`src/rtl/battery_voltage_to_charge_level_core_macros.svh`:
```
// Assertion macros shared by the charge level gauge RTL.
`ifndef BATTERY_VOLTAGE_TO_CHARGE_LEVEL_CORE_MACROS_SVH
`define BATTERY_VOLTAGE_TO_CHARGE_LEVEL_CORE_MACROS_SVH
`ifndef SYNTHESIS
`define BVCL_ASSERT(label, clk, rst, prop) \
   label: assert property (@(posedge clk) disable iff (rst) prop) \
      else $error("bvcl check failed");
`define BVCL_ASSERT_ALWAYS(label, clk, prop) \
   label: assert property (@(posedge clk) prop) \
      else $error("bvcl check failed");
`else
`define BVCL_ASSERT(label, clk, rst, prop)
`define BVCL_ASSERT_ALWAYS(label, clk, prop)
`endif
`endif

```
`src/rtl/bvcl_pkg.sv`:
```
// Shared types, widths and codes of the charge level gauge.
`timescale 1ns / 1ps
package bvcl_pkg;

   localparam int MAX_POINTS_DEF = 16;

   // field widths
   localparam int VOLT_W   = 13;
   localparam int LEVEL_W  = 7;
   localparam int IDX_W    = 4;
   localparam int CUR_W    = 12;
   localparam int CNT_W    = 5;
   localparam int CAP_W    = 24;
   localparam int STATUS_W = 2;
   localparam int ENTRY_W  = VOLT_W + LEVEL_W;

   // stream and register port widths
   localparam int REQ_DATA_W   = 56;
   localparam int RSP_FIELDS_W = LEVEL_W + 1 + STATUS_W + CAP_W;
   localparam int RSP_DATA_W   = 40;
   localparam int RSP_PAD_W    = RSP_DATA_W - RSP_FIELDS_W;
   localparam int CSR_IDX_W    = 2;
   localparam int CSR_DATA_W   = 24;

   // serial arithmetic widths
   localparam int PROD_W      = CAP_W + LEVEL_W;
   localparam int DEN_W       = VOLT_W;
   localparam int SHORT_STEPS = VOLT_W + LEVEL_W;

   // constants
   localparam logic [LEVEL_W-1:0] LEVEL_MAX      = 7'd100;
   localparam logic [LEVEL_W-1:0] FULL_THRESHOLD = 7'd95;
   localparam logic [DEN_W-1:0]   PERCENT_DIV    = 13'd100;
   localparam logic [CNT_W-1:0]   POINTS_RESET   = 5'd2;

   // register indexes
   localparam logic [CSR_IDX_W-1:0] CSR_CHARGE_POINTS    = 2'd0;
   localparam logic [CSR_IDX_W-1:0] CSR_DISCHARGE_POINTS = 2'd1;
   localparam logic [CSR_IDX_W-1:0] CSR_CAPACITY         = 2'd2;

   // word kinds
   localparam logic OP_LOAD  = 1'b0;
   localparam logic OP_QUERY = 1'b1;

   // status codes
   localparam logic [STATUS_W-1:0] STATUS_DISCHARGING = 2'd0;
   localparam logic [STATUS_W-1:0] STATUS_CHARGING    = 2'd1;
   localparam logic [STATUS_W-1:0] STATUS_FULL        = 2'd2;

   typedef enum logic [2:0] {
      ST_IDLE,
      ST_FIRST,
      ST_SCAN,
      ST_MUL,
      ST_DIV,
      ST_CMUL,
      ST_CDIV,
      ST_DONE
   } state_type;

   typedef struct packed {
      logic               start;
      logic [CAP_W-1:0]   a;
      logic [LEVEL_W-1:0] b;
   } mul_req_type;

   typedef struct packed {
      logic              busy;
      logic              done;
      logic [PROD_W-1:0] product;
   } mul_rsp_type;

   typedef struct packed {
      logic              start;
      logic              short_mode;
      logic [PROD_W-1:0] dividend;
      logic [DEN_W-1:0]  divisor;
   } div_req_type;

   typedef struct packed {
      logic              busy;
      logic              done;
      logic [PROD_W-1:0] quotient;
   } div_rsp_type;

endpackage

```
`src/rtl/bvcl_curve_mem.sv`:
```
// Calibration curve store: both curves in one memory, curve select as address MSB.
`timescale 1ns / 1ps
module bvcl_curve_mem #(
   parameter int  MAX_POINTS = bvcl_pkg::MAX_POINTS_DEF,
   localparam int ADDR_W     = $clog2(MAX_POINTS) + 1
) (
   input  logic                         clock,
   input  logic                         wr_en,
   input  logic [ADDR_W-1:0]            wr_addr,
   input  logic [bvcl_pkg::ENTRY_W-1:0] wr_data,
   input  logic [ADDR_W-1:0]            rd_addr,
   output logic [bvcl_pkg::ENTRY_W-1:0] rd_data
);

   logic [bvcl_pkg::ENTRY_W-1:0] mem [2**ADDR_W];
   logic [bvcl_pkg::ENTRY_W-1:0] rd_data_ff;

   // write one point, register the read word
   always_ff @(posedge clock) begin
      if (wr_en) begin
         mem[wr_addr] <= wr_data;
      end
      rd_data_ff <= mem[rd_addr];
   end

   assign rd_data = rd_data_ff;

endmodule

```
`src/rtl/bvcl_mul.sv`:
```
// Serial shift-add multiplier: one multiplier bit per cycle, MSB first.
`timescale 1ns / 1ps
module bvcl_mul (
   input  logic                  clock,
   input  logic                  reset,
   input  bvcl_pkg::mul_req_type req,
   output bvcl_pkg::mul_rsp_type rsp
);

   localparam int STEP_W = $clog2(bvcl_pkg::LEVEL_W + 1);

   logic [bvcl_pkg::PROD_W-1:0]  acc_ff, acc_in;
   logic [bvcl_pkg::CAP_W-1:0]   a_ff, a_in;
   logic [bvcl_pkg::LEVEL_W-1:0] b_ff, b_in;
   logic [STEP_W-1:0]            step_ff, step_in;
   logic                         busy_ff, busy_in;
   logic                         done_ff, done_in;

   // load operands, then shift-add one bit a cycle
   always_comb begin
      acc_in  = acc_ff;
      a_in    = a_ff;
      b_in    = b_ff;
      step_in = step_ff;
      busy_in = busy_ff;
      done_in = 1'b0;
      if (req.start) begin
         acc_in  = '0;
         a_in    = req.a;
         b_in    = req.b;
         step_in = STEP_W'(bvcl_pkg::LEVEL_W);
         busy_in = 1'b1;
      end else if (busy_ff) begin
         acc_in  = {acc_ff[bvcl_pkg::PROD_W-2:0], 1'b0}
                 + (b_ff[bvcl_pkg::LEVEL_W-1] ? bvcl_pkg::PROD_W'(a_ff)
                                              : bvcl_pkg::PROD_W'(0));
         b_in    = {b_ff[bvcl_pkg::LEVEL_W-2:0], 1'b0};
         step_in = step_ff - STEP_W'(1);
         if (step_ff == STEP_W'(1)) begin
            busy_in = 1'b0;
            done_in = 1'b1;
         end
      end
   end

   always_ff @(posedge clock) begin
      if (reset) begin
         busy_ff <= 1'b0;
         done_ff <= 1'b0;
      end else begin
         busy_ff <= busy_in;
         done_ff <= done_in;
      end
      acc_ff  <= acc_in;
      a_ff    <= a_in;
      b_ff    <= b_in;
      step_ff <= step_in;
   end

   assign rsp.busy    = busy_ff;
   assign rsp.done    = done_ff;
   assign rsp.product = acc_ff;

endmodule

```
`src/rtl/bvcl_div.sv`:
```
// Serial restoring divider: one quotient bit per cycle.
`timescale 1ns / 1ps
module bvcl_div (
   input  logic                  clock,
   input  logic                  reset,
   input  bvcl_pkg::div_req_type req,
   output bvcl_pkg::div_rsp_type rsp
);

   localparam int NW     = bvcl_pkg::PROD_W;
   localparam int DW     = bvcl_pkg::DEN_W;
   localparam int STEP_W = $clog2(NW + 1);

   logic [DW-1:0]     rem_ff, rem_in;
   logic [NW-1:0]     quo_ff, quo_in;
   logic [DW-1:0]     den_ff, den_in;
   logic [STEP_W-1:0] step_ff, step_in;
   logic              busy_ff, busy_in;
   logic              done_ff, done_in;
   logic [DW:0]       trial;
   logic [DW:0]       diff;
   logic              fits;

   // bring down the next dividend bit and try the subtract
   assign trial = {rem_ff, quo_ff[NW-1]};
   assign diff  = trial - {1'b0, den_ff};
   assign fits  = (trial >= {1'b0, den_ff});

   always_comb begin
      rem_in  = rem_ff;
      quo_in  = quo_ff;
      den_in  = den_ff;
      step_in = step_ff;
      busy_in = busy_ff;
      done_in = 1'b0;
      if (req.start) begin
         rem_in  = '0;
         den_in  = req.divisor;
         busy_in = 1'b1;
         if (req.short_mode) begin
            // narrow dividend: left-align it and run fewer steps
            quo_in  = req.dividend << (NW - bvcl_pkg::SHORT_STEPS);
            step_in = STEP_W'(bvcl_pkg::SHORT_STEPS);
         end else begin
            quo_in  = req.dividend;
            step_in = STEP_W'(NW);
         end
      end else if (busy_ff) begin
         rem_in  = fits ? diff[DW-1:0] : trial[DW-1:0];
         quo_in  = {quo_ff[NW-2:0], fits};
         step_in = step_ff - STEP_W'(1);
         if (step_ff == STEP_W'(1)) begin
            busy_in = 1'b0;
            done_in = 1'b1;
         end
      end
   end

   always_ff @(posedge clock) begin
      if (reset) begin
         busy_ff <= 1'b0;
         done_ff <= 1'b0;
      end else begin
         busy_ff <= busy_in;
         done_ff <= done_in;
      end
      rem_ff  <= rem_in;
      quo_ff  <= quo_in;
      den_ff  <= den_in;
      step_ff <= step_in;
   end

   assign rsp.busy     = busy_ff;
   assign rsp.done     = done_ff;
   assign rsp.quotient = quo_ff;

endmodule

```
`src/rtl/battery_voltage_to_charge_level_core.sv`:
```
// Top level of the charge level gauge: register port, segment search sequencer, result word.
// A load word is taken and gives no result; the next word may follow at once.
// A query walks the chosen curve one point per cycle from its block RAM port, then runs the
// shared bit-serial multiplier and divider once, or twice when it interpolates.
// Throughput: one query at a time; the next word is taken once the result is in the output reg.
// Synchronous active-high reset clears control, point counts (to 2) and capacity; curves are not.
`timescale 1ns / 1ps
`include "battery_voltage_to_charge_level_core_macros.svh"
module battery_voltage_to_charge_level_core #(
   parameter int MAX_POINTS = bvcl_pkg::MAX_POINTS_DEF
) (
   input  logic                            clock,
   input  logic                            reset,
   // register write port
   input  logic                            csr_wen,
   input  logic [bvcl_pkg::CSR_IDX_W-1:0]  csr_index,
   input  logic [bvcl_pkg::CSR_DATA_W-1:0] csr_wdata,
   // request stream
   input  logic                            req_tvalid,
   output logic                            req_tready,
   // tdata: curve_select, point_index, point_voltage_mv, point_level, battery_mv,
   //        charger_current, zero fill
   input  logic [bvcl_pkg::REQ_DATA_W-1:0] req_tdata,
   // tuser: op
   input  logic                            req_tuser,
   // response stream
   output logic                            rsp_tvalid,
   input  logic                            rsp_tready,
   // tdata: level_percent, is_charging, status, charge_now_uah, zero fill
   output logic [bvcl_pkg::RSP_DATA_W-1:0] rsp_tdata
);

   localparam int PW     = $clog2(MAX_POINTS);
   localparam int CW     = $clog2(MAX_POINTS + 1);
   localparam int ADDR_W = PW + 1;
   localparam int VW     = bvcl_pkg::VOLT_W;
   localparam int LW     = bvcl_pkg::LEVEL_W;
   localparam int NW     = bvcl_pkg::PROD_W;

   // request fields
   logic                          req_curve_sel;
   logic [bvcl_pkg::IDX_W-1:0]    req_point_index;
   logic [VW-1:0]                 req_point_mv;
   logic [LW-1:0]                 req_point_level;
   logic [VW-1:0]                 req_battery_mv;
   logic signed [bvcl_pkg::CUR_W-1:0] req_charger_current;
   logic                          req_accept;
   logic                          query_accept;
   logic                          req_charging;
   logic [bvcl_pkg::CNT_W-1:0]    req_count;
   logic [CW-1:0]                 req_eff;
   logic [PW+bvcl_pkg::IDX_W-1:0] idx_wide;

   // configuration registers
   logic [bvcl_pkg::CNT_W-1:0] charge_pts_ff, discharge_pts_ff;
   logic [bvcl_pkg::CAP_W-1:0] capacity_ff;

   // curve store
   logic                         wr_en;
   logic [ADDR_W-1:0]            wr_addr;
   logic [ADDR_W-1:0]            rd_addr;
   logic [bvcl_pkg::ENTRY_W-1:0] rd_data;
   logic [VW-1:0]                rd_volt;
   logic [LW-1:0]                rd_level;

   // sequencer state
   bvcl_pkg::state_type state_ff, state_in;
   logic [VW-1:0]                 mv_ff, mv_in;
   logic                          charging_ff, charging_in;
   logic [CW-1:0]                 eff_ff, eff_in;
   logic [CW-1:0]                 ptr_ff, ptr_in;
   logic [bvcl_pkg::ENTRY_W-1:0]  prev_ff, prev_in;
   logic [LW-1:0]                 l0_ff, l0_in;
   logic                          rise_ff, rise_in;
   logic [VW-1:0]                 den_ff, den_in;
   logic [LW-1:0]                 level_ff, level_in;
   logic [bvcl_pkg::CAP_W-1:0]    charge_ff, charge_in;
   logic                          rsp_tvalid_ff, rsp_tvalid_in;
   logic [bvcl_pkg::RSP_DATA_W-1:0] rsp_tdata_ff, rsp_tdata_in;

   // segment evaluation
   logic [VW-1:0]  v0;
   logic [LW-1:0]  l0;
   logic           first_above;
   logic [LW-1:0]  first_level;
   logic           seg_hit;
   logic           seg_flat;
   logic [LW-1:0]  flat_level;
   logic           scan_end;
   logic           seg_rise;
   logic [LW-1:0]  seg_dl;
   logic [VW-1:0]  seg_dv;
   logic [NW:0]    up_sum;
   logic [NW-1:0]  l0_wide;
   logic [NW-1:0]  dn_diff;
   logic [LW-1:0]  interp_level;
   logic           rsp_free;
   logic [bvcl_pkg::STATUS_W-1:0] status_val;

   // arithmetic units
   bvcl_pkg::mul_req_type mul_req;
   bvcl_pkg::mul_rsp_type mul_rsp;
   bvcl_pkg::div_req_type div_req;
   bvcl_pkg::div_rsp_type div_rsp;

   // unpack the request word
   assign req_curve_sel       = req_tdata[0];
   assign req_point_index     = req_tdata[4:1];
   assign req_point_mv        = req_tdata[17:5];
   assign req_point_level     = req_tdata[24:18];
   assign req_battery_mv      = req_tdata[37:25];
   assign req_charger_current = $signed(req_tdata[49:38]);

   assign req_tready   = (state_ff == bvcl_pkg::ST_IDLE);
   assign req_accept   = req_tvalid && req_tready;
   assign query_accept = req_accept && (req_tuser == bvcl_pkg::OP_QUERY);
   assign req_charging = (req_charger_current != '0)
                       && !req_charger_current[bvcl_pkg::CUR_W-1];

   // limit the point count to the curve depth
   assign req_count = req_charging ? charge_pts_ff : discharge_pts_ff;
   assign req_eff   = (32'(req_count) > MAX_POINTS) ? CW'(MAX_POINTS) : CW'(req_count);

   // write points straight from the request; drop indexes beyond the depth
   assign idx_wide = (PW + bvcl_pkg::IDX_W)'(req_point_index);
   assign wr_en    = req_accept && (req_tuser == bvcl_pkg::OP_LOAD)
                   && (32'(req_point_index) < MAX_POINTS);
   assign wr_addr  = {req_curve_sel, idx_wide[PW-1:0]};

   // point 0 is read on accept, later points from the walk pointer
   assign rd_addr = (state_ff == bvcl_pkg::ST_IDLE) ? {req_charging, PW'(0)}
                                                    : {charging_ff, ptr_ff[PW-1:0]};

   bvcl_curve_mem #(
      .MAX_POINTS (MAX_POINTS)
   ) u_curve_mem (
      .clock   (clock),
      .wr_en   (wr_en),
      .wr_addr (wr_addr),
      .wr_data ({req_point_mv, req_point_level}),
      .rd_addr (rd_addr),
      .rd_data (rd_data)
   );

   bvcl_mul u_mul (
      .clock (clock),
      .reset (reset),
      .req   (mul_req),
      .rsp   (mul_rsp)
   );

   bvcl_div u_div (
      .clock (clock),
      .reset (reset),
      .req   (div_req),
      .rsp   (div_rsp)
   );

   // evaluate point 0 and the current segment
   assign rd_volt     = rd_data[bvcl_pkg::ENTRY_W-1:LW];
   assign rd_level    = rd_data[LW-1:0];
   assign v0          = prev_ff[bvcl_pkg::ENTRY_W-1:LW];
   assign l0          = prev_ff[LW-1:0];
   assign first_above = (mv_ff > rd_volt);
   assign first_level = (rd_level > bvcl_pkg::LEVEL_MAX) ? bvcl_pkg::LEVEL_MAX : rd_level;
   assign seg_hit     = (mv_ff <= v0) && (mv_ff >= rd_volt);
   assign seg_flat    = (v0 == rd_volt);
   assign flat_level  = (l0 > bvcl_pkg::LEVEL_MAX) ? bvcl_pkg::LEVEL_MAX : l0;
   assign scan_end    = (ptr_ff >= eff_ff);
   assign seg_rise    = (l0 < rd_level);
   assign seg_dl      = seg_rise ? (rd_level - l0) : (l0 - rd_level);
   assign seg_dv      = v0 - mv_ff;

   // apply the signed step to the upper level and saturate
   assign up_sum  = (NW + 1)'(l0_ff) + (NW + 1)'(div_rsp.quotient);
   assign l0_wide = NW'(l0_ff);
   assign dn_diff = l0_wide - div_rsp.quotient;

   always_comb begin
      if (rise_ff) begin
         interp_level = (up_sum > (NW + 1)'(bvcl_pkg::LEVEL_MAX)) ? bvcl_pkg::LEVEL_MAX
                                                                  : up_sum[LW-1:0];
      end else if (div_rsp.quotient > l0_wide) begin
         interp_level = '0;
      end else begin
         interp_level = (dn_diff > NW'(bvcl_pkg::LEVEL_MAX)) ? bvcl_pkg::LEVEL_MAX
                                                             : dn_diff[LW-1:0];
      end
   end

   assign rsp_free   = !rsp_tvalid_ff || rsp_tready;
   assign status_val = (level_ff > bvcl_pkg::FULL_THRESHOLD) ? bvcl_pkg::STATUS_FULL
                     : (charging_ff ? bvcl_pkg::STATUS_CHARGING
                                    : bvcl_pkg::STATUS_DISCHARGING);

   // next state
   always_comb begin
      state_in = state_ff;
      unique case (state_ff)
         bvcl_pkg::ST_IDLE: begin
            if (query_accept) state_in = bvcl_pkg::ST_FIRST;
         end
         bvcl_pkg::ST_FIRST: begin
            if (first_above || (eff_ff < CW'(2))) state_in = bvcl_pkg::ST_CMUL;
            else state_in = bvcl_pkg::ST_SCAN;
         end
         bvcl_pkg::ST_SCAN: begin
            priority if (seg_hit && seg_flat) state_in = bvcl_pkg::ST_CMUL;
            else if (seg_hit) state_in = bvcl_pkg::ST_MUL;
            else if (scan_end) state_in = bvcl_pkg::ST_CMUL;
         end
         bvcl_pkg::ST_MUL: begin
            if (mul_rsp.done) state_in = bvcl_pkg::ST_DIV;
         end
         bvcl_pkg::ST_DIV: begin
            if (div_rsp.done) state_in = bvcl_pkg::ST_CMUL;
         end
         bvcl_pkg::ST_CMUL: begin
            if (mul_rsp.done) state_in = bvcl_pkg::ST_CDIV;
         end
         bvcl_pkg::ST_CDIV: begin
            if (div_rsp.done) state_in = bvcl_pkg::ST_DONE;
         end
         bvcl_pkg::ST_DONE: begin
            if (rsp_free) state_in = bvcl_pkg::ST_IDLE;
         end
         default: state_in = bvcl_pkg::ST_IDLE;
      endcase
   end

   // datapath controls and unit requests
   always_comb begin
      mv_in         = mv_ff;
      charging_in   = charging_ff;
      eff_in        = eff_ff;
      ptr_in        = ptr_ff;
      prev_in       = prev_ff;
      l0_in         = l0_ff;
      rise_in       = rise_ff;
      den_in        = den_ff;
      level_in      = level_ff;
      charge_in     = charge_ff;
      mul_req       = '0;
      div_req       = '0;
      rsp_tvalid_in = rsp_tvalid_ff && !rsp_tready;
      rsp_tdata_in  = rsp_tdata_ff;
      unique case (state_ff)
         bvcl_pkg::ST_IDLE: begin
            if (query_accept) begin
               mv_in       = req_battery_mv;
               charging_in = req_charging;
               eff_in      = req_eff;
               ptr_in      = CW'(1);
            end
         end
         bvcl_pkg::ST_FIRST: begin
            priority if (first_above) begin
               level_in      = first_level;
               mul_req.start = 1'b1;
               mul_req.a     = capacity_ff;
               mul_req.b     = first_level;
            end else if (eff_ff < CW'(2)) begin
               level_in      = '0;
               mul_req.start = 1'b1;
               mul_req.a     = capacity_ff;
            end else begin
               prev_in = rd_data;
               ptr_in  = ptr_ff + CW'(1);
            end
         end
         bvcl_pkg::ST_SCAN: begin
            priority if (seg_hit && seg_flat) begin
               level_in      = flat_level;
               mul_req.start = 1'b1;
               mul_req.a     = capacity_ff;
               mul_req.b     = flat_level;
            end else if (seg_hit) begin
               // step magnitude = (v0 - mv) * |l0 - l1| / (v0 - v1)
               l0_in         = l0;
               rise_in       = seg_rise;
               den_in        = v0 - rd_volt;
               mul_req.start = 1'b1;
               mul_req.a     = bvcl_pkg::CAP_W'(seg_dv);
               mul_req.b     = seg_dl;
            end else if (scan_end) begin
               level_in      = '0;
               mul_req.start = 1'b1;
               mul_req.a     = capacity_ff;
            end else begin
               prev_in = rd_data;
               ptr_in  = ptr_ff + CW'(1);
            end
         end
         bvcl_pkg::ST_MUL: begin
            if (mul_rsp.done) begin
               div_req.start      = 1'b1;
               div_req.short_mode = 1'b1;
               div_req.dividend   = mul_rsp.product;
               div_req.divisor    = den_ff;
            end
         end
         bvcl_pkg::ST_DIV: begin
            if (div_rsp.done) begin
               level_in      = interp_level;
               mul_req.start = 1'b1;
               mul_req.a     = capacity_ff;
               mul_req.b     = interp_level;
            end
         end
         bvcl_pkg::ST_CMUL: begin
            if (mul_rsp.done) begin
               div_req.start    = 1'b1;
               div_req.dividend = mul_rsp.product;
               div_req.divisor  = bvcl_pkg::PERCENT_DIV;
            end
         end
         bvcl_pkg::ST_CDIV: begin
            if (div_rsp.done) charge_in = div_rsp.quotient[bvcl_pkg::CAP_W-1:0];
         end
         bvcl_pkg::ST_DONE: begin
            if (rsp_free) begin
               rsp_tvalid_in = 1'b1;
               rsp_tdata_in  = {{bvcl_pkg::RSP_PAD_W{1'b0}}, charge_ff, status_val,
                                charging_ff, level_ff};
            end
         end
         default: begin
            rsp_tdata_in = rsp_tdata_ff;
         end
      endcase
   end

   // configuration writes
   always_ff @(posedge clock) begin
      if (reset) begin
         charge_pts_ff    <= bvcl_pkg::POINTS_RESET;
         discharge_pts_ff <= bvcl_pkg::POINTS_RESET;
         capacity_ff      <= '0;
      end else if (csr_wen) begin
         if (csr_index == bvcl_pkg::CSR_CHARGE_POINTS) begin
            charge_pts_ff <= csr_wdata[bvcl_pkg::CNT_W-1:0];
         end
         if (csr_index == bvcl_pkg::CSR_DISCHARGE_POINTS) begin
            discharge_pts_ff <= csr_wdata[bvcl_pkg::CNT_W-1:0];
         end
         if (csr_index == bvcl_pkg::CSR_CAPACITY) begin
            capacity_ff <= csr_wdata[bvcl_pkg::CAP_W-1:0];
         end
      end
   end

   // sequencer and output registers
   always_ff @(posedge clock) begin
      if (reset) begin
         state_ff      <= bvcl_pkg::ST_IDLE;
         rsp_tvalid_ff <= 1'b0;
      end else begin
         state_ff      <= state_in;
         rsp_tvalid_ff <= rsp_tvalid_in;
      end
      mv_ff        <= mv_in;
      charging_ff  <= charging_in;
      eff_ff       <= eff_in;
      ptr_ff       <= ptr_in;
      prev_ff      <= prev_in;
      l0_ff        <= l0_in;
      rise_ff      <= rise_in;
      den_ff       <= den_in;
      level_ff     <= level_in;
      charge_ff    <= charge_in;
      rsp_tdata_ff <= rsp_tdata_in;
   end

   assign rsp_tvalid = rsp_tvalid_ff;
   assign rsp_tdata  = rsp_tdata_ff;

   `BVCL_ASSERT_ALWAYS(a_reset_clears_rsp, clock, $past(reset) |-> !rsp_tvalid_ff)
   `BVCL_ASSERT(a_idle_units_quiet, clock, reset, (state_ff == bvcl_pkg::ST_IDLE) |-> (!mul_rsp.busy && !div_rsp.busy))
   `BVCL_ASSERT(a_mul_start_free, clock, reset, mul_req.start |-> !mul_rsp.busy)
   `BVCL_ASSERT(a_interp_to_charge, clock, reset, (state_ff == bvcl_pkg::ST_DIV && div_rsp.done) |=> (state_ff == bvcl_pkg::ST_CMUL))
   `BVCL_ASSERT(a_level_range, clock, reset, rsp_tvalid_ff |-> (rsp_tdata_ff[6:0] <= bvcl_pkg::LEVEL_MAX))
   `BVCL_ASSERT(a_full_status, clock, reset, rsp_tvalid_ff |-> ((rsp_tdata_ff[9:8] == bvcl_pkg::STATUS_FULL) == (rsp_tdata_ff[6:0] > bvcl_pkg::FULL_THRESHOLD)))

endmodule
```
`config.mk`:
```
export PLATFORM = sky130hd
export DESIGN_NAME = battery_voltage_to_charge_level_core
export DESIGN_NICKNAME = d
export VERILOG_FILES = /design/src/rtl/bvcl_pkg.sv /design/src/rtl/bvcl_curve_mem.sv /design/src/rtl/bvcl_mul.sv /design/src/rtl/bvcl_div.sv /design/src/rtl/battery_voltage_to_charge_level_core.sv
export VERILOG_INCLUDE_DIRS = /design/src /design/src/rtl
export SDC_FILE = /design/constraint.sdc
export NUM_CORES = 1
export LEC_CHECK = 0
export BUFFER_PORTS_ARGS = -buffer_cell sky130_fd_sc_hd__buf_2
export CORE_MARGIN = 4
export CORE_UTILIZATION = 40
export DETAILED_ROUTE_END_ITERATION = 16
export HOLD_SLACK_MARGIN = 0.06
export PLACE_DENSITY_LB_ADDON = 0.05
export SYNTH_ARGS = -nofsm -noshare
export SYNTH_HDL_FRONTEND = slang
export SYNTH_SLANG_ARGS = --single-unit
```
`constraint.sdc`:
```
create_clock -name clock -period 5.15 [get_ports clock]
set_clock_uncertainty 0.1 [all_clocks]
set_input_delay 1.03 -clock clock [delete_from_list [all_inputs] [get_ports clock]]
set_output_delay 1.03 -clock clock [all_outputs]
set_load 0.1 [all_outputs]
```
Word-level counts from Yosys, hierarchy flattened. Memory sizes are Yosys's and may differ from the RTL's. A register that Yosys moved wholly into a read port is not among the register bits. Index checks and enable logic that the tools add are counted.

Register bits: 299. RAM bits: 640. Input port bits: 88. Output and inout port bits: 42. Memories: 1.

Memories: u_curve_mem.mem (words 32, bits a word 20, read ports 1, clocked after Yosys merged registers in 1, write ports 1, RTL line bvcl_curve_mem.sv:15) `logic [bvcl_pkg::ENTRY_W-1:0] mem [2**ADDR_W];`.

$add $sub $neg: 11. Magnitude comparators: 14. Equal/unequal tests: 27. Multiplexer cells: 78. Bitwise operators: 4. Reduce and logical (&&, ||, !) cells: 33.

Operators by type and width (number): 7-bit two-way mux (17); 20-bit two-way mux (5); 25-bit two-way mux (4); 32-bit case mux with 3 select lines (1); 31-bit two-way mux (3); 44-bit case mux with 2 select lines (1); 32-bit two-way mux (2); 5-bit two-way mux (10); 46-bit two-way mux (1); 44-bit two-way mux (1); 20-bit case mux with 2 select lines (1); 13-bit subtractor (3); 7-bit by 31-bit adder with 32-bit output (1); 32-bit by 7-bit > comparator with 1-bit output (second input constant) (1); 31-bit adder (1); 31-bit by 7-bit > comparator with 1-bit output (1); 31-bit by 7-bit > comparator with 1-bit output (second input constant) (1); 7-bit by 31-bit subtractor with 31-bit output (1); 3-bit two-way mux (10); 24-bit two-way mux (1); 3-bit case mux with 8 select lines (1); 7-bit > comparator (second input constant) (3); 7-bit case mux with 3 select lines (1); 1-bit two-way mux (15); 42 further kinds (81).

Logic depth before layout (Yosys ltp). Gate-level depths: netlist (run 1).

Depth in word-level cells: 8. Depth in mapped cells: 16.

Modules after synthesis. From an unflattened synthesis (run 1), not the netlist that was laid out.

Cells, all modules: 3279. Area total of the unflattened synthesis: 43827.0 um^2.

Modules (own cells, without submodules): bvcl_curve_mem (instances 1, cells an instance 1414, area an instance 25553.3 um^2, sequential area each 19618.8 um^2); battery_voltage_to_charge_level_core (instances 1, cells an instance 1165, area an instance 11046.8 um^2, sequential area each 4664.5 um^2); bvcl_mul (instances 1, cells an instance 365, area an instance 3681.0 um^2, sequential area each 1651.6 um^2); bvcl_div (instances 1, cells an instance 335, area an instance 3545.9 um^2, sequential area each 1771.7 um^2).

Least setup slack after synthesis (run 1). Ideal clock, no wire load.

Path kind: flip-flop to flip-flop. Start point: reg ptr_ff[0]. End point: reg prev_ff[0] (netlist bit) (enable). Library setup time: 399 ps. Arrival time: 3658 ps. Required time: 4651 ps. Path slack: 993 ps. Cell stages (with the launch flop): 15. Path buffers: 3. Clock period less this slack: 4157 ps. Cells stage by stage: edfxtp_1 -> clkbuf_1 -> clkinv_1 -> clkbuf_1 -> clkbuf_1 -> ha_1 -> nand2b_1 -> a21oi_1 -> nor2b_1 -> o21ai_0 -> nand2b_1 -> a211o_1 -> a21o_1 -> a21oi_1 -> nor2b_1.

Longest elaborated chain between the ends: 3.

Ends and longest elaborated chain: start: declaration (RTL line battery_voltage_to_charge_level_core.sv:71) `logic [CW-1:0] ptr_ff, ptr_in;`; start signal: assignment (RTL line battery_voltage_to_charge_level_core.sv:364) `ptr_ff <= ptr_in;`; 5-bit greater-or-equal comparator (RTL line battery_voltage_to_charge_level_core.sv:169) `assign scan_end = (ptr_ff >= eff_ff);`; 2-bit inequality test (no line); 6-bit AND reduction (no line); end signal: assignment (RTL line battery_voltage_to_charge_level_core.sv:365) `prev_ff <= prev_in;`; end: declaration (RTL line battery_voltage_to_charge_level_core.sv:72) `logic [bvcl_pkg::ENTRY_W-1:0] prev_ff, prev_in;`.

Every way passes these cells. A chain may end at the register's enable or synchronous reset.

Worst setup path after layout (run 1).
Start point: reg u_div.quo_ff[4]. End point: reg level_ff[6] (data pin).

Longest elaborated chain between the ends: 7.

Ends and longest elaborated chain: start: declaration (RTL line bvcl_div.sv:15) `logic [NW-1:0] quo_ff, quo_in;`; start signal: assignment (RTL line bvcl_div.sv:68) `quo_ff <= quo_in;`; 7-bit by 31-bit subtractor with 31-bit output (RTL line battery_voltage_to_charge_level_core.sv:177) `assign dn_diff = l0_wide - div_rsp.quotient;`; 31-bit by 7-bit > comparator with 1-bit output (RTL line battery_voltage_to_charge_level_core.sv:186) `interp_level = (dn_diff > NW'(bvcl_pkg::LEVEL_MAX)) ? bvcl_pkg::LEVEL_MAX`; 7-bit two-way mux (RTL line battery_voltage_to_charge_level_core.sv:186); 7-bit two-way mux (RTL line battery_voltage_to_charge_level_core.sv:183) `end else if (div_rsp.quotient > l0_wide) begin`; 7-bit two-way mux * (RTL line battery_voltage_to_charge_level_core.sv:180) `if (rise_ff) begin`; 7-bit two-way mux * (RTL line battery_voltage_to_charge_level_core.sv:303) `if (div_rsp.done) begin`; 7-bit case mux with 3 select lines * (RTL line battery_voltage_to_charge_level_core.sv:247) `unique case (state_ff)`; net level_in[6] (RTL line battery_voltage_to_charge_level_core.sv:76) `logic [LW-1:0] level_ff, level_in;`; end signal: assignment (RTL line battery_voltage_to_charge_level_core.sv:369) `level_ff <= level_in;`; end: declaration (RTL line battery_voltage_to_charge_level_core.sv:76).

Mark *: on every way through the listed nets, which the timed path passes. The rest lies on a longest branch. The select of a mux whose other input is x is not followed.

==> results of run 1 <==
## worst max-delay path by stage
stage	startpoint	cells after the start	end	slack, ps
2_1_floorplan	ptr_ff[0]	14	prev_ff[0]	990
3_3_place_gp	u_div.quo_ff[4]	11	u_mul.b_ff[6]	930
3_5_place_dp	u_div.quo_ff[4]	11	u_mul.b_ff[6]	900
4_1_cts	state_ff[0]	5	req_tready	830
5_1_grt	u_div.quo_ff[0]	12	level_ff[6]	520
6_report	u_div.quo_ff[4]	11	level_ff[6]	780
## critical path, stage by stage (launching register included)
cell      delay (ps)
edfxtp_1         480
inv_1             70
ha_1             530
inv_2            140
a2111o_1         530
and3_4           240
or4_1            520
a22oi_1          250
nor3b_4          480
a41oi_1          210
a22oi_1          380
o21ai_0          170
## area by class of cell
cell class                 instances  area share
multi-input combinational       2240       0.307
tap                             1476      0.0366
clock buffer                     147      0.0583
antenna                            5    0.000248
clock inverter                    53      0.0107
sequential                       959       0.549
timing repair buffer             212      0.0282
inverter                         123     0.00923
## stage by stage
stage / area, sq um / total power, uW
3_5_place_dp: 46900 / 19200
6_report: 50400 / 26600
2_1_floorplan: 44400 / 15900
5_1_grt: 50400 / 28000
3_3_place_gp: 46900 / 19100
4_1_cts: 50400 / 26800
## registers in the layout, summed over array words and instances, names as in the netlist, 20 cells and up
register             cells
u_div.quo_ff            31
capacity_ff             24
prev_ff                 20
u_curve_mem.rd_data     20
charge_ff               24
rsp_tdata               34
u_curve_mem.mem        640
u_mul.a_ff              24
u_mul.acc_ff            31
## logic make-up (layout without fill, tap and decap cells)
logic type	Yosys count	after routing	synth area share
AOI/OAI and AO/OA	877	877	0.122
xor gates and xnor gates	72	72	0.0142
adders and majority gates	119	119	0.0349
buffers and inverters	338	535	0.0301
DFF	959	959	0.625
muxes	294	294	0.0710
other	1	11	0.0000845
and+or+nand+nor	872	872	0.103
## power by group through the flow
| stage | logic (uW) | registers (uW) | clock network (uW) |
|---|---|---|---|
| floorplan | 6300 | 9640 | 0 |
| global placement | 9170 | 9970 | 0 |
| detailed placement | 9250 | 9980 | 0 |
| CTS | 9280 | 9820 | 7730 |
| global route | 10100 | 9880 | 8060 |
| finish | 9220 | 9810 | 7530 |
## per-layer routing
metal  vias to the layer above  global-route usage  part of all wire
li1                      13700                   -                 -
met1                     14800               0.272              0.42
met2                       755               0.390              0.51
met3                       214              0.0299             0.040
met4                         4              0.0660             0.030
met5                         -                   0           0.00021
## layout by cell type (no fill, tap or decap), types with 31 or more instances in the layout
master,count
a21oi_1,326
a211oi_1,58
nand4_1,46
inv_1,117
ha_1,111
nor2_1,158
xnor2_1,47
buf_2,117
o21ai_0,158
edfxtp_1,850
nand2_1,216
and3_1,94
clkbuf_16,109
buf_4,85
nand3_1,56
dfxtp_1,108
nor2_2,32
and2_1,51
nand2b_1,33
mux2i_1,129
clkbuf_1,31
a31oi_1,34
o22ai_1,86
mux2_2,164
==> out/metrics.csv, run 1 <==
stage,metric,value,unit
outcome,status,finished clean,
floorplan,num_rows,121,
logic_synthesis,yosysSeqAreaShare,0.625,
timing,slew_headroom,0.224,
critical_path,r2r-end,level_ff[6],
power,p_sw,9620,uW
logic_synthesis,synth.largest_area_cell,edfxtp_1,
grt,grt_antenna_before_repair,9,
logic_synthesis,synthArstFlopShare,0,
min_path,min-delay-start,charge_ff[16],
floorplan,die_x,341,microns
layout,multi_input_area,0.0155,sq mm
timing,setup_ws,779,ps
clock_tree,clk_pin_slew,60,ps
route,drt-wirelength-per-cell,24.8,microns
critical_path,timing.rr.start,u_div.quo_ff[4],
timing,period_share,0.849,
layout,drive_above_1_share,0.163,
logic_synthesis,synth_ff_type,edfxtp_1,
place,dp.final_hpwl,83500,microns
logic_synthesis,syn-instance-count,3532,
power,pwr-share-clk,0.283,
layout,area_delta_synth_final,13.7,%
power,power_leakage,0.0181,uW
layout,num-fill-cells,9768,
timing,fmax,229,MHz
critical_path,arrival,4670,ps
min_path,hold_end,rsp_tdata[26],
min_path,min_path_type,register to register,
logic_synthesis,synth_area_per_cell,12.6,sq um
critical_path,required,5450,ps
power,power_density,527,mW/mm^2
clock_tree,cts_tree,yes,
timing,worstMarginPinSlew,1160,ps
floorplan,start_util,0.405,
route,antenna_left,0,
clock_tree,hold_buffers,0,
floorplan,core_area,0.109,sq mm
floorplan,ios,130,
power,swShare,0.362,
timing,setup_viol,0,
critical_path,cp_max_fo,10,
route,drt_iter0_drc,2178,
critical_path,end_kind,register,
critical_path,crit_type,register to register,
logic_synthesis,syn-cell-area,0.0444,sq mm
clock_tree,clockBufferDepth,3,
logic_synthesis,ys_warn_count,0,
place,dp.cells,5010,
timing,final_hold_viol_count,0,
timing,period_minus_slack,4370,ps
route,vias_per_cell,5.65,
logic_synthesis,yosysMostFrequentCell,edfxtp_1,
layout,finalCoreUtilization,0.461,
clock_tree,numCtsBuffers,106,
timing,rsz0062_at_grt,false,
layout,fin_nets,3849,
power,power_frac_seq,0.369,
clock_tree,cts_setup_buffers,0,
grt,gr-total-overflow,0,
logic_synthesis,synth_area_leaders,"edfxtp_1 (58%), dfxtp_1 (4.9%), mux2_2 (4.2%)",
clock_tree,h-tree-depth,3,
place,place_congestion,0.879,
logic_synthesis,synth_top_cell_area_share,0.575,
grt,grt_usage,0.217,
timing,setup_tns,0,ps
grt,grt_pass1_wl,192000,microns
critical_path,crit_path_start_kind,register,
power,ir_worst_vdd,0.000572,V
clock_tree,clock-root-buffer,clkbuf_16,
job,maxCapViolCount,0,
route,drt_wl_total,129000,microns
clock_tree,clock-sinks,959,
critical_path,reg2reg_depth,11,
layout,final_cells,5215,
clock_tree,cts.repair.resized,0,
clock_tree,clk_latency,700,ps
critical_path,reg2reg_slack,780,ps
power,p_comb_frac,0.347,
timing,maxSlewViolCount,0,
logic_synthesis,synth-seq-cells,959,
power,power.internal,16900,uW
floorplan,die_y,341,microns
place,pre_cts_ws,904,ps
place,portBuffers,117,
route,vias,29500,
grt,grt_pass1_vias,29700,
grt,grt_max_degree,135,
logic_synthesis,synth_common_cells,"edfxtp_1 (850), a21oi_1 (326), nand2_1 (220)",
layout,seqCellArea,0.0277,sq mm
route,drtPass1Iterations,6,
timing,whs,302,ps
floorplan,die_area,0.116,sq mm
logic_synthesis,yosysUniqueCellTypes,92,
route,drc,0,
logic_synthesis,synth_edf_count,850,
min_path,whs_path_depth,0,
Note: power is estimated with default switching activity, not from simulation.
==> run 2, diff against run 1 <==
- ABC_AREA: unset -> 1
- clock period: 5.15 -> 3.6 ns (I/O delays scaled with it)
==> run 2 against run 1 <==
Hold slack got worse by 190 ps. Setup slack worse by 540 ps. Core utilization up 0.18 points. Via count is 8.7% higher. Global-route usage up 0.27 points. Synthesized cell count increased by 21%.
==> out/metrics.csv, run 2 <==
stage,metric,value,unit,change
route,drt_wl_total,131000,microns,+1.3%
clock_tree,clockBufferDepth,3,,unchanged
min_path,min-delay-start,req_tdata[30],,
clock_tree,cts_tree,yes,,
floorplan,ios,130,,unchanged
floorplan,die_x,342,microns,+0.25%
grt,grt_max_degree,123,,-8.9%
logic_synthesis,synthArstFlopShare,0,,unchanged
logic_synthesis,ys_warn_count,0,,unchanged
logic_synthesis,syn-instance-count,4260,,+21%
layout,fin_nets,4640,,+21%
min_path,min_path_type,primary input to register,,
place,portBuffers,117,,unchanged
clock_tree,clk_latency,700,ps,about the same
critical_path,reg2reg_slack,240,ps,-540 ps
timing,setup_viol,0,,unchanged
floorplan,num_rows,122,,+0.83%
outcome,status,finished clean,,
logic_synthesis,yosysUniqueCellTypes,64,,-30%
place,dp.cells,5800,,+16%
grt,grt_usage,0.220,,+0.00270
power,power_density,736,mW/mm^2,+40%
layout,diodes,0,,-5
critical_path,cp_common_cell,nand2_1,,
critical_path,crit_path_start_kind,register,,
layout,largest_reg_flops,640,,unchanged
grt,grt_pass1_wl,197000,microns,+2.6%
power,power_leakage,0.0189,uW,+4.4%
route,drc,0,,unchanged
floorplan,start_util,0.403,,-0.00237
logic_synthesis,synth_area_per_cell,10.5,sq um,-17%
layout,final_common_cell,edfxtp_1,,
critical_path,end_kind,register,,
logic_synthesis,synth.largest_area_cell,edfxtp_1,,
timing,fmax,297,MHz,+30%
layout,mostFrequentLayoutCells,"edfxtp_1 (850), nor2_1 (579), nand2_1 (571), o21ai_0 (480), inv_1 (345)",,
clock_tree,clock-sinks,959,,unchanged
critical_path,crit_start,u_div.quo_ff[0],,
logic_synthesis,synth_ff_type,edfxtp_1,,
timing,worstMarginPinSlew,964,ps,-200 ps
power,ir_worst_vdd,0.000536,V,-6.3%
logic_synthesis,yosysSeqAreaShare,0.621,,-0.00319
critical_path,critical_path_buf_inv_count,2,,unchanged
timing,maxSlewViolCount,0,,unchanged
clock_tree,clock-root-buffer,clkbuf_16,,
logic_synthesis,synth_edf_count,850,,unchanged
grt,grt_antenna_before_repair,5,,-4
route,drt_iter0_drc,2171,,-0.32%
layout,num-fill-cells,10400,,+6.6%
layout,top_register,u_curve_mem.mem,,
floorplan,die_y,342,microns,+0.25%
power,totalPowerFinal,37700,uW,+42%
clock_tree,clk_pin_slew,60,ps,about the same
critical_path,timing.rr.start,u_div.quo_ff[0],,
route,drt-wirelength-per-cell,21.8,microns,-12%
floorplan,core_area,0.111,sq mm,+1.1%
timing,period_minus_slack,3360,ps,-1010 ps
critical_path,cp_max_fo,4,,-6
route,drtPass1Iterations,6,,unchanged
place,place_congestion,0.919,,+4.7%
critical_path,arrival,3670,ps,-1000 ps
job,maxCapViolCount,0,,unchanged
timing,period_share,0.934,,+0.0853
route,antenna_left,0,,unchanged
critical_path,crit_type,register to register,,
grt,grt_pass1_vias,31200,,+5.4%
clock_tree,h-tree-depth,3,,unchanged
floorplan,die_area,0.117,sq mm,+0.50%
route,vias_per_cell,5.32,,-5.8%
route,vias,32000,,+8.7%
critical_path,required,3910,ps,-1540 ps
timing,slew_headroom,0.355,,+0.131
place,dp.final_hpwl,86700,microns,+3.9%
critical_path,path_cells,buf_4 -> ha_1 -> fa_1 -> inv_1 -> nand2_1 -> nand2_1 -> nand3_1 -> nand2_1 -> nand2_1 -> o21ai_2 -> nand3_1 -> nand2_1 -> nand3_1 -> nor2_2 -> nand4_1 -> nand4_1 -> nand3_1,,
logic_synthesis,synth_top_cell_area_share,0.572,,-0.00294
critical_path,cpPeakStageDelay,510,ps,-20 ps
layout,final_cells,6016,,+15%
logic_synthesis,synth_area_leaders,"edfxtp_1 (57%), o21ai_0 (5.4%), nor2_1 (5.2%)",,
logic_synthesis,syn-cell-area,0.0446,sq mm,+0.51%
clock_tree,numCtsBuffers,107,,+0.94%
grt,gr-total-overflow,0,,unchanged
logic_synthesis,yosysMostFrequentCell,edfxtp_1,,
layout,drive_above_1_share,0.124,,-0.0388
timing,final_hold_viol_count,0,,unchanged
critical_path,crit_family,simple AND/OR/NAND/NOR gates,,
critical_path,slowest_stage,edfxtp_1,,
logic_synthesis,synth-seq-cells,959,,unchanged
logic_synthesis,synth_common_cells,"edfxtp_1 (850), nor2_1 (613), nand2_1 (574)",,
layout,area_delta_synth_final,14.8,%,
==> run 2: changes by cell type after synthesis, moves of 125 or more <==
cell,previous run,this run
a21oi_1,326,158
inv_1,119,349
mux2_2,164,0
mux2i_1,130,5
nand2_1,220,574
nand3_1,56,219
nor2_1,190,613
o21ai_0,158,481
==> run 2: final timing paths <==
check,cells past startpoint,to
worst max-delay path,17,u_mul.b_ff[6]
worst min-delay path,1,mv_ff[5]
worst max register to register,17,u_mul.b_ff[6]
worst min register to register,0,rsp_tdata[15]
==> run 2: final cells by class <==
class                      count  area [sq um]  share of cell area
timing repair buffer         252          1820              0.0356
multi-input combinational   2746         14800               0.289
inverter                     367          1390              0.0272
sequential                   959         27700               0.541
clock buffer                 145          2950              0.0577
tap                         1488          1860              0.0364
clock inverter                59           639              0.0125
==> run 2: what timing repair did <==
item | CTS | global route
buffers inserted | 0 | 2
hold endpoints to repair | 10 | 0
gates resized for setup | 0 | 7
endpoints found under the setup margin | 0 | 14
hold buffers | 10 | 0
==> run 2: cell families (layout without fill, tap and decap cells) <==
group / after synthesis / count (layout) / share of synthesized area
and+or+nand+nor: 1596 / 1596 / 0.153
AOI/OAI and AO/OA: 967 / 967 / 0.128
DFF: 959 / 959 / 0.621
buffers and inverters: 560 / 823 / 0.0506
adders and majority gates: 119 / 119 / 0.0347
xor gates and xnor gates: 53 / 53 / 0.0106
muxes: 5 / 5 / 0.00112
other: 1 / 6 / 0.0000841
==> run 2: power breakdown <==
group | switching (uW) | internal, uW | total [uW]
Clock | 4600 | 6420 | 11000
Sequential | 584 | 13100 | 13600
Combinational | 8890 | 4110 | 13000
==> run 2: metrics by stage <==
step           utilization  area [sq um]  TNS, ps  hold slack, ps  setup WS [ps]
2_1_floorplan            -         44600        0             300            119
3_3_place_gp         0.429         47500        0             300            204
3_5_place_dp         0.429         47500        0             305            198
4_1_cts              0.462         51100        0            67.2            166
5_1_grt              0.463         51200    -2.09            68.9          -2.09
6_report             0.463         51200        0             116            237
==> run 2: layer usage <==
metal | wire [microns] | up-vias | track usage
met3 | 5230 | 195 | 0.0274
met4 | 3210 | 0 | 0.0561
met1 | 57400 | 15500 | 0.291
met2 | 65100 | 763 | 0.385
met5 | 0 | - | 0
li1 | - | 15500 | -
==> run 2: worst register-to-register path, stage by stage (launching register included) <==
cell	delay [ps]
edfxtp_1	510
buf_4	190
ha_1	200
fa_1	400
inv_1	120
nand2_1	80
nand2_1	90
nand3_1	100
nand2_1	140
nand2_1	110
o21ai_2	120
nand3_1	100
nand2_1	120
nand3_1	100
nor2_2	230
nand4_1	170
nand4_1	130
nand3_1	80
